<file path="config.mk">
export PLATFORM = sky130hd
export DESIGN_NAME = sound_register_write_logger_core
export DESIGN_NICKNAME = d
export VERILOG_FILES = /design/src/slwl_pkg.sv /design/src/slwl_div.sv /design/src/sound_register_write_logger_core.sv
export SDC_FILE = /design/constraint.sdc
export NUM_CORES = 1
export LEC_CHECK = 0
export CAP_MARGIN = 20
export CORE_UTILIZATION = 65
export CTS_CLUSTER_SIZE = 16
export DETAILED_ROUTE_END_ITERATION = 8
export DONT_BUFFER_PORTS = 1
export GPL_TIMING_DRIVEN = 0
export PLACE_DENSITY_LB_ADDON = 0.1
export SYNTH_ARGS = -nofsm -noshare
export SYNTH_HDL_FRONTEND = slang
export SYNTH_HIERARCHICAL = 1
export SYNTH_SLANG_ARGS = --single-unit
</file>
<file path="constraint.sdc">
create_clock -name clk -period 6.9 [get_ports clk]
set_input_delay 1.035 -clock clk [delete_from_list [all_inputs] [get_ports clk]]
set_output_delay 1.035 -clock clk [all_outputs]
set_load 0.01 [all_outputs]
</file>
<file path="src/slwl_pkg.sv">
package slwl_pkg;

  // Field widths
  localparam int unsigned TICK_W = 32;
  localparam int unsigned BYTE_W = 8;
  localparam int unsigned CNT_W  = 5;   // counts divide steps 0..TICK_W-1
  localparam int unsigned IDX_W  = 3;   // configuration register index

  // Configuration register indexes
  localparam logic [IDX_W-1:0] CFG_RECORDING  = 3'd0;
  localparam logic [IDX_W-1:0] CFG_PAUSE      = 3'd1;
  localparam logic [IDX_W-1:0] CFG_TPF        = 3'd2;
  localparam logic [IDX_W-1:0] CFG_SKIP_INIT  = 3'd3;
  localparam logic [IDX_W-1:0] CFG_KEYON_INIT = 3'd4;

  // Input opcodes
  localparam logic OP_CPU_RESET  = 1'b0;
  localparam logic OP_PORT_WRITE = 1'b1;

  // Port decode
  localparam logic [BYTE_W-1:0] PORT_BANK_MASK = 8'hFE;
  localparam logic [BYTE_W-1:0] PORT_BANK1     = 8'h46;

  // Key-on detection
  localparam logic [BYTE_W-1:0] REG_FM_KEYON  = 8'h28;
  localparam logic [BYTE_W-1:0] REG_RHY_KEYON = 8'h10;
  localparam logic [BYTE_W-1:0] FM_KEY_MASK   = 8'hF0;
  localparam logic [BYTE_W-1:0] RHY_KEY_MASK  = 8'h1F;
  localparam logic [BYTE_W-1:0] RHY_DUMP_BIT  = 8'h80;

  // Sync codes
  localparam logic [BYTE_W-1:0] SYNC_ONE  = 8'hFF;
  localparam logic [BYTE_W-1:0] SYNC_MANY = 8'hFE;

  // Reset value of ticks_per_frame
  localparam logic [TICK_W-1:0] TPF_RESET = 32'd40000;

  // Divider result as seen by the sequencer
  typedef struct packed {
    logic              done;
    logic [TICK_W-1:0] quot;
    logic [TICK_W-1:0] rem;
  } div_res_t;

endpackage

</file>
<file path="src/slwl_div.sv">
module slwl_div (
  input  logic                      clk,
  input  logic                      rst_n,
  input  logic                      start,
  input  logic [slwl_pkg::TICK_W-1:0] dividend,
  input  logic [slwl_pkg::TICK_W-1:0] divisor,
  output slwl_pkg::div_res_t        res
);

  logic                        busy_r, busy_nxt;
  logic                        done_r, done_nxt;
  logic [slwl_pkg::CNT_W-1:0]  cnt_r, cnt_nxt;
  logic [slwl_pkg::TICK_W-1:0] num_r, num_nxt;
  logic [slwl_pkg::TICK_W-1:0] rem_r, rem_nxt;
  logic [slwl_pkg::TICK_W-1:0] den_r, den_nxt;
  logic [slwl_pkg::TICK_W:0]   shifted;
  logic [slwl_pkg::TICK_W+1:0] trial;
  logic                        ge;

  // One restoring step: shift in the next dividend bit, try to subtract
  assign shifted = {rem_r, num_r[slwl_pkg::TICK_W-1]};
  assign trial   = {1'b0, shifted} - {2'b00, den_r};
  assign ge      = ~trial[slwl_pkg::TICK_W+1];

  always_comb begin
    busy_nxt = busy_r;
    done_nxt = 1'b0;
    cnt_nxt  = cnt_r;
    num_nxt  = num_r;
    rem_nxt  = rem_r;
    den_nxt  = den_r;
    if (start) begin
      busy_nxt = 1'b1;
      cnt_nxt  = '0;
      num_nxt  = dividend;
      rem_nxt  = '0;
      den_nxt  = divisor;
    end else if (busy_r) begin
      num_nxt = {num_r[slwl_pkg::TICK_W-2:0], ge};
      rem_nxt = ge ? trial[slwl_pkg::TICK_W-1:0] : shifted[slwl_pkg::TICK_W-1:0];
      cnt_nxt = cnt_r + 1'b1;
      if (cnt_r == slwl_pkg::CNT_W'(slwl_pkg::TICK_W - 1)) begin
        busy_nxt = 1'b0;
        done_nxt = 1'b1;
      end
    end
  end

  // Control state
  always_ff @(posedge clk) begin
    if (!rst_n) begin
      busy_r <= 1'b0;
      done_r <= 1'b0;
      cnt_r  <= '0;
    end else begin
      busy_r <= busy_nxt;
      done_r <= done_nxt;
      cnt_r  <= cnt_nxt;
    end
  end

  // Datapath
  always_ff @(posedge clk) begin
    num_r <= num_nxt;
    rem_r <= rem_nxt;
    den_r <= den_nxt;
  end

  assign res.done = done_r;
  assign res.quot = num_r;
  assign res.rem  = rem_r;

endmodule

</file>
<file path="src/sound_register_write_logger_core.sv">
// Channel | Dir | Fields (low bit up)
// --------+-----+---------------------------------------------------------------
// in_     | in  | tuser: opcode; tdata: port[7:0], write_data[15:8], tick[47:16]
// out_    | out | tdata: out_byte[7:0]; tlast: last_byte
// cfg_    | in  | we, index[2:0], wdata[31:0]
//
// Events that log nothing (CPU reset, address write, recording off, paused)
// leave the block idle and ready. A logged write is accepted, goes through
// the bit-serial divider, then gives one output byte per cycle while the
// output does not stall (4 to 9), or a sync decision and 3 bytes when no
// frame is due. With ticks_per_frame zero the divider is skipped.
// Output stalls hold the sequencer; the next item is taken while the last
// byte of the previous one still waits. Reset is synchronous, active low.
module sound_register_write_logger_core (
  input  logic                           clk,
  input  logic                           rst_n,
  input  logic                           in_tvalid,
  output logic                           in_tready,
  input  logic [47:0]                    in_tdata,   // port, write_data, current_tick
  input  logic [0:0]                     in_tuser,   // opcode
  output logic                           out_tvalid,
  input  logic                           out_tready,
  output logic [slwl_pkg::BYTE_W-1:0]    out_tdata,  // out_byte
  output logic                           out_tlast,  // last_byte
  input  logic                           cfg_we,
  input  logic [slwl_pkg::IDX_W-1:0]     cfg_index,
  input  logic [slwl_pkg::TICK_W-1:0]    cfg_wdata
);

  localparam logic [2:0] ST_IDLE = 3'd0;
  localparam logic [2:0] ST_DIV  = 3'd1;
  localparam logic [2:0] ST_SYNC = 3'd2;
  localparam logic [2:0] ST_VAR  = 3'd3;
  localparam logic [2:0] ST_BANK = 3'd4;
  localparam logic [2:0] ST_REG  = 3'd5;
  localparam logic [2:0] ST_VAL  = 3'd6;

  logic [2:0]                  state_r, state_nxt;
  logic                        rec_en_r, rec_en_nxt;
  logic                        pause_r, pause_nxt;
  logic [slwl_pkg::TICK_W-1:0] tpf_r, tpf_nxt;
  logic                        skip_r, skip_nxt;
  logic                        wait_r, wait_nxt;
  logic [slwl_pkg::BYTE_W-1:0] lat0_r, lat0_nxt;
  logic [slwl_pkg::BYTE_W-1:0] lat1_r, lat1_nxt;
  logic [slwl_pkg::TICK_W-1:0] prev_r, prev_nxt;
  logic [slwl_pkg::TICK_W-1:0] left_r, left_nxt;
  logic                        bank_r, bank_nxt;
  logic [slwl_pkg::BYTE_W-1:0] reg_lo_r, reg_lo_nxt;
  logic [slwl_pkg::BYTE_W-1:0] val_r, val_nxt;
  logic [slwl_pkg::TICK_W-1:0] vbits_r, vbits_nxt;
  logic                        oval_r, oval_nxt;
  logic [slwl_pkg::BYTE_W-1:0] odata_r, odata_nxt;
  logic                        olast_r, olast_nxt;

  logic                        accept;
  logic                        out_free;
  logic                        in_op;
  logic [slwl_pkg::BYTE_W-1:0] in_port;
  logic [slwl_pkg::BYTE_W-1:0] in_wdata;
  logic [slwl_pkg::TICK_W-1:0] in_tick;
  logic                        in_bank;
  logic [slwl_pkg::BYTE_W-1:0] cur_reg;
  logic                        keyon;
  logic                        resample;
  logic [slwl_pkg::TICK_W-1:0] elapsed;
  logic [slwl_pkg::TICK_W-1:0] diff;
  logic                        div_start;
  slwl_pkg::div_res_t          div_res;

  // Input unpacking
  assign in_op    = in_tuser[0];
  assign in_port  = in_tdata[7:0];
  assign in_wdata = in_tdata[15:8];
  assign in_tick  = in_tdata[47:16];

  assign in_tready = (state_r == ST_IDLE);
  assign accept    = in_tvalid && in_tready;
  assign out_free  = !oval_r || out_tready;

  // Bank decode and key-on detection (bank 1 registers never match)
  assign in_bank = ((in_port & slwl_pkg::PORT_BANK_MASK) == slwl_pkg::PORT_BANK1);
  assign cur_reg = in_bank ? lat1_r : lat0_r;
  assign keyon = !in_bank && (
      ((cur_reg == slwl_pkg::REG_FM_KEYON) &&
       ((in_wdata & slwl_pkg::FM_KEY_MASK) != '0)) ||
      ((cur_reg == slwl_pkg::REG_RHY_KEYON) &&
       ((in_wdata & slwl_pkg::RHY_DUMP_BIT) == '0) &&
       ((in_wdata & slwl_pkg::RHY_KEY_MASK) != '0)));

  // Elapsed ticks plus carried remainder
  assign resample = skip_r || wait_r;
  assign elapsed  = resample ? '0 : (in_tick - prev_r);
  assign diff     = elapsed + left_r;

  slwl_div u_div (
    .clk      (clk),
    .rst_n    (rst_n),
    .start    (div_start),
    .dividend (diff),
    .divisor  (tpf_r),
    .res      (div_res)
  );

  always_comb begin
    state_nxt  = state_r;
    rec_en_nxt = rec_en_r;
    pause_nxt  = pause_r;
    tpf_nxt    = tpf_r;
    skip_nxt   = skip_r;
    wait_nxt   = wait_r;
    lat0_nxt   = lat0_r;
    lat1_nxt   = lat1_r;
    prev_nxt   = prev_r;
    left_nxt   = left_r;
    bank_nxt   = bank_r;
    reg_lo_nxt = reg_lo_r;
    val_nxt    = val_r;
    vbits_nxt  = vbits_r;
    oval_nxt   = oval_r;
    odata_nxt  = odata_r;
    olast_nxt  = olast_r;
    div_start  = 1'b0;

    // Output register drains on transfer
    if (oval_r && out_tready) begin
      oval_nxt = 1'b0;
    end

    case (state_r)
      ST_IDLE: begin
        if (accept) begin
          if (in_op == slwl_pkg::OP_CPU_RESET) begin
            prev_nxt = in_tick;
          end else if (!in_port[0]) begin
            if (in_bank) lat1_nxt = in_wdata;
            else         lat0_nxt = in_wdata;
          end else if (rec_en_r) begin
            prev_nxt = in_tick;
            if (!pause_r) begin
              if (wait_r && keyon) wait_nxt = 1'b0;
              if (resample) skip_nxt = 1'b0;
              bank_nxt   = in_bank;
              reg_lo_nxt = cur_reg;
              val_nxt    = in_wdata;
              if (tpf_r == '0) begin
                left_nxt  = diff;
                state_nxt = ST_BANK;
              end else begin
                div_start = 1'b1;
                state_nxt = ST_DIV;
              end
            end
          end
        end
      end
      ST_DIV: begin
        if (div_res.done) begin
          left_nxt  = div_res.rem;
          state_nxt = ST_SYNC;
        end
      end
      ST_SYNC: begin
        if (div_res.quot == '0) begin
          state_nxt = ST_BANK;
        end else if (out_free) begin
          oval_nxt  = 1'b1;
          olast_nxt = 1'b0;
          if (div_res.quot == slwl_pkg::TICK_W'(1)) begin
            odata_nxt = slwl_pkg::SYNC_ONE;
            state_nxt = ST_BANK;
          end else begin
            odata_nxt = slwl_pkg::SYNC_MANY;
            vbits_nxt = div_res.quot - slwl_pkg::TICK_W'(2);
            state_nxt = ST_VAR;
          end
        end
      end
      ST_VAR: begin
        // Seven bits per byte, continuation flag in bit 7
        if (out_free) begin
          oval_nxt  = 1'b1;
          olast_nxt = 1'b0;
          odata_nxt = {(vbits_r[31:7] != '0), vbits_r[6:0]};
          vbits_nxt = {7'd0, vbits_r[31:7]};
          if (vbits_r[31:7] == '0) state_nxt = ST_BANK;
        end
      end
      ST_BANK: begin
        if (out_free) begin
          oval_nxt  = 1'b1;
          olast_nxt = 1'b0;
          odata_nxt = {7'd0, bank_r};
          state_nxt = ST_REG;
        end
      end
      ST_REG: begin
        if (out_free) begin
          oval_nxt  = 1'b1;
          olast_nxt = 1'b0;
          odata_nxt = reg_lo_r;
          state_nxt = ST_VAL;
        end
      end
      ST_VAL: begin
        if (out_free) begin
          oval_nxt  = 1'b1;
          olast_nxt = 1'b1;
          odata_nxt = val_r;
          state_nxt = ST_IDLE;
        end
      end
      default: begin
        state_nxt = ST_IDLE;
      end
    endcase

    // Configuration writes
    if (cfg_we) begin
      case (cfg_index)
        slwl_pkg::CFG_RECORDING:  rec_en_nxt = cfg_wdata[0];
        slwl_pkg::CFG_PAUSE:      pause_nxt  = cfg_wdata[0];
        slwl_pkg::CFG_TPF:        tpf_nxt    = cfg_wdata;
        slwl_pkg::CFG_SKIP_INIT:  skip_nxt   = cfg_wdata[0];
        slwl_pkg::CFG_KEYON_INIT: wait_nxt   = cfg_wdata[0];
        default: ;
      endcase
    end
  end

  // Control and architectural state
  always_ff @(posedge clk) begin
    if (!rst_n) begin
      state_r  <= ST_IDLE;
      rec_en_r <= 1'b0;
      pause_r  <= 1'b0;
      tpf_r    <= slwl_pkg::TPF_RESET;
      skip_r   <= 1'b1;
      wait_r   <= 1'b1;
      lat0_r   <= '0;
      lat1_r   <= '0;
      prev_r   <= '0;
      left_r   <= '0;
      oval_r   <= 1'b0;
    end else begin
      state_r  <= state_nxt;
      rec_en_r <= rec_en_nxt;
      pause_r  <= pause_nxt;
      tpf_r    <= tpf_nxt;
      skip_r   <= skip_nxt;
      wait_r   <= wait_nxt;
      lat0_r   <= lat0_nxt;
      lat1_r   <= lat1_nxt;
      prev_r   <= prev_nxt;
      left_r   <= left_nxt;
      oval_r   <= oval_nxt;
    end
  end

  // Payload
  always_ff @(posedge clk) begin
    bank_r   <= bank_nxt;
    reg_lo_r <= reg_lo_nxt;
    val_r    <= val_nxt;
    vbits_r  <= vbits_nxt;
    odata_r  <= odata_nxt;
    olast_r  <= olast_nxt;
  end

  assign out_tvalid = oval_r;
  assign out_tdata  = odata_r;
  assign out_tlast  = olast_r;

endmodule

</file>
==> key figures <==
Clock network
  – H-Tree Depth: 1
  – Hold_buf cts: 0
  – Clk_lat worst skew: 0.57 ns
  – Root Driver: clkbuf_16
  – TritonCTS clock tree: built
  – Setup bufs post-CTS: 0
  – Clock Pin Slew Worst Setup and Hold Paths: about 0.070 ns
  – Num CTS Buffers: 31
  – Max Buffers Root-to-Sink: 3
  – Clock net sink count: about 280
  – PostCTS Resize Cnt: 0

Setup path
  – CP Capture Type: flop
  – Crit path top cell by count: a21oi_1
  – Crit-path max FO: 6
  – WP data required: 7.23 ns
  – Startpoint Class: input pin
  – Reg2reg path depth: 23
  – Slowest cell delay on critical path: 0.60 ns
  – WP data arrival: between 6 and 7 ns
  – CP max stage cell: a21boi_0
  – CP Cell Sequence: inv_1, ha_1, fa_1, nor2b_1, o21ai_0, a21oi_1, a21oi_1, a31o_2, a31oi_1, a21oi_1, xor2_1, nor2_1, ha_1, nand3_1, nor4_1, a211oi_1, o31ai_1, a221oi_1, a21boi_0, mux2i_1, or2_2, mux2_2
  – Critical path class: in2reg

Global routing
  – Vias in the first global route: 14100
  – GRT overflow: 0
  – Largest net degree at the start of global routing: 34
  – GRT Util Overall: between 30% and 40%
  – Antenna violations before repair: 1
  – First-pass GRT wire length: 74500 microns

STA
  – Slew headroom: 33.8%
  – Final period util: 85.4%
  – RSZ-0062 raised after global routing: no
  – Fmax: 170 MHz
  – Final Skew: about 0.015 ns
  – Final min period: 5.89 ns
  – Endpoints failing hold: 0
  – Final setup violation count: 0
  – Tightest Pin Transition: 0.993 ns
  – Post-Route Setup TNS: 0 ns
  – Count of pins over their slew limit: 0

Power and ir drop
  – P_leak: ~7.3 nW
  – Cell Int Power: 3.47 mW
  – Sw Share: 33.7%
  – Clock power frac: about a third
  – VDD IR max: 0.305 mV
  – PD cells: 279 nW/um^2
  – Combinational power share: 27.8%
  – Switching Power: 1.76 mW
  – Flop pwr share: between 30 and 40%

Logic synthesis
  – Yosys cell types: 81
  – Sequential element share of the synthesized area: 39.9%
  – Yosys warns: 6
  – Main synth FF type: dfxtp_1
  – Synthesized instance count: approximately 2000
  – Synth Register Bits: between 200 and 300
  – Synth Net Count: 2185
  – Ys async rst share: 0%
  – Avg Inst Size Synth: between 8 and 9 sq um
  – Number of synthesized flops with an enable pin: 122
  – Syn Std Cell Area: 17200 sq um

Run status
  – Status: completed

Routing
  – Initial drt markers: 1580
  – Drt pass-1 iters: 6
  – Post-DR wirelength/cell: 20.1 microns
  – Mean number of vias per cell: 6.30
  – Residual DRC: 0
  – Wirelength, routed: about 48000 microns
  – Via count: about 15000
  – Antenna Nets Post-Route: 0

Layout
  – Finished Core Util: around 72%
  – Commonest non-fill, non-tap cell in the layout: nand2_1
  – Nets@finish: 2223
  – Diodes inserted: 0
  – Most frequent cells in the layout: nand2_1 (315), a21oi_1 (180), nor2_1 (167)
  – Layout cells sized above 1: 7.24%
  – Area growth syn-to-layout: 9.21%

Worst hold path
  – Hold WC Path Type: reg2reg
  – Worst Hold Depth: 2

Floorplanning
  – Die area: ~27000 sq um
  – I/O Pins: 100
  – Initial Util: 66.0%
  – Site row count: 59
  – Die Y: 164 microns
  – Core Box Area: 26000 sq um
  – Die X: 164 microns

Flow run
  – # Max-Cap Violations: 0

Placed design
  – DPL Wire Length: 36800 microns
  – Port bufs: 0
  – RD Place Congestion: around 0.95
[cell families (layout without fill, tap and decap cells)]
family | after synthesis | count (layout) | share of synthesized area [%]
AND/OR/NAND/NOR | 734 | 734 | 19.5
AO/OA/AOI/OAI | 506 | 506 | 19.2
flip-flops | 281 | 281 | 39.9
buffers and inverters | 213 | 275 | 4.89
adder cells (fa/ha/maj) | 100 | 100 | 7.42
XOR/XNOR | 98 | 98 | 5.09
multiplexers | 64 | 64 | 4.09
[through the flow]
step	power [mW]	instances	hold slack, ns	area (sq um)	worst slack [ns]
5_1_grt	5.47	2393	0.469	18700	0.673
6_report	5.23	2393	0.455	18700	1.01
3_3_place_gp	3.41	2331	0.440	17600	0.608
4_1_cts	5.20	2392	0.455	18700	1.13
3_5_place_dp	3.44	2335	0.445	17700	0.562
2_1_floorplan	3.07	1996	0.430	17200	1.39
[cell type report]
cell class                      count  area, sq um
Buffer                             97          404
Clock buffer                       38          822
Clock inverter                     19          259
Fill cell                        2024         7240
Inverter                          116          435
Multi-Input combinational cell   1502         9500
Sequential cell                   281         6850
Tap cell                          335          419
Timing Repair Buffer                5         62.6
[power groups by stage]
stage	sequential (mW)	combinational [mW]	clock (mW)
after floorplan	1.95	1.12	0
after global placement	2.04	1.37	0
after detailed placement	2.04	1.40	0
after CTS	2.01	1.42	1.77
after global routing	2.02	1.60	1.85
final	2.01	1.45	1.77
[flip-flops by register name, indices dropped and copies added, names as in the netlist, 3 cells and up]
register	count
left_r	32
prev_r	32
tpf_r	32
u_div/den_r	32
u_div/num_r	32
u_div/rem_r	32
vbits_r	32
lat0_r	8
lat1_r	8
out_tdata	8
reg_lo_r	8
val_r	8
u_div/cnt_r	5
state_r	3
[critical path, delay by kind of cell]
| kind | cells | cell delay (ns) |
|---|---|---|
| simple gates | 5 | 0.99 |
| compound gates | 10 | 2.60 |
| buf+inv | 1 | 0.02 |
| xor+xnor | 1 | 0.16 |
| mux | 2 | 0.47 |
| fa+ha+maj | 3 | 0.94 |
[per-layer routing]
layer  GRT usage [%]  wire length, microns  vias to the layer above
met3            9.32                  4950                      111
li1                -                     -                     7211
met4            12.5                  1820                        0
met1            48.6                 20600                     7107
met2            54.0                 20700                      643
met5               0                     0                        -
[Yosys cell counts, drive strengths merged (13+ instances only)]
| library cell | number | area share [%] |
|---|---|---|
| nand2 | 315 | 6.9 |
| dfxtp | 159 | 19 |
| nor4 | 24 | 0.87 |
| xnor2 | 59 | 3.0 |
| ha | 97 | 7.1 |
| a211oi | 15 | 0.69 |
| o21a | 22 | 1.0 |
| buf | 13 | 0.52 |
| o21ai | 93 | 2.7 |
| nand2b | 18 | 0.66 |
| a31oi | 27 | 0.98 |
| edfxtp | 122 | 21 |
| a21oi | 181 | 5.3 |
| xor2 | 38 | 1.9 |
| nor2 | 168 | 3.7 |
| mux2i | 24 | 1.4 |
| inv | 116 | 2.5 |
| nand4 | 18 | 0.66 |
| nand3 | 53 | 1.5 |
| clkbuf | 84 | 1.8 |
| a21o | 44 | 1.9 |
| or3 | 22 | 0.92 |
| mux2 | 39 | 2.6 |
| a311oi | 31 | 1.8 |
| nor3 | 48 | 1.5 |
[worst paths after layout]
check / startpoint / endpoint / slack (ns)
setup / recovery: in_tdata[16] / u_div/num_r[28]$_DFFE_PP_ / 1.01
hold / removal: prev_r[29]$_SDFFE_PN0P_ / prev_r[29]$_SDFFE_PN0P_ / 0.46
setup reg to reg: prev_r[6]$_SDFFE_PN0P_ / u_div/num_r[28]$_DFFE_PP_ / 1.17
hold reg to reg: prev_r[29]$_SDFFE_PN0P_ / prev_r[29]$_SDFFE_PN0P_ / 0.46
No activity file was read; power rests on OpenSTA's default activity.
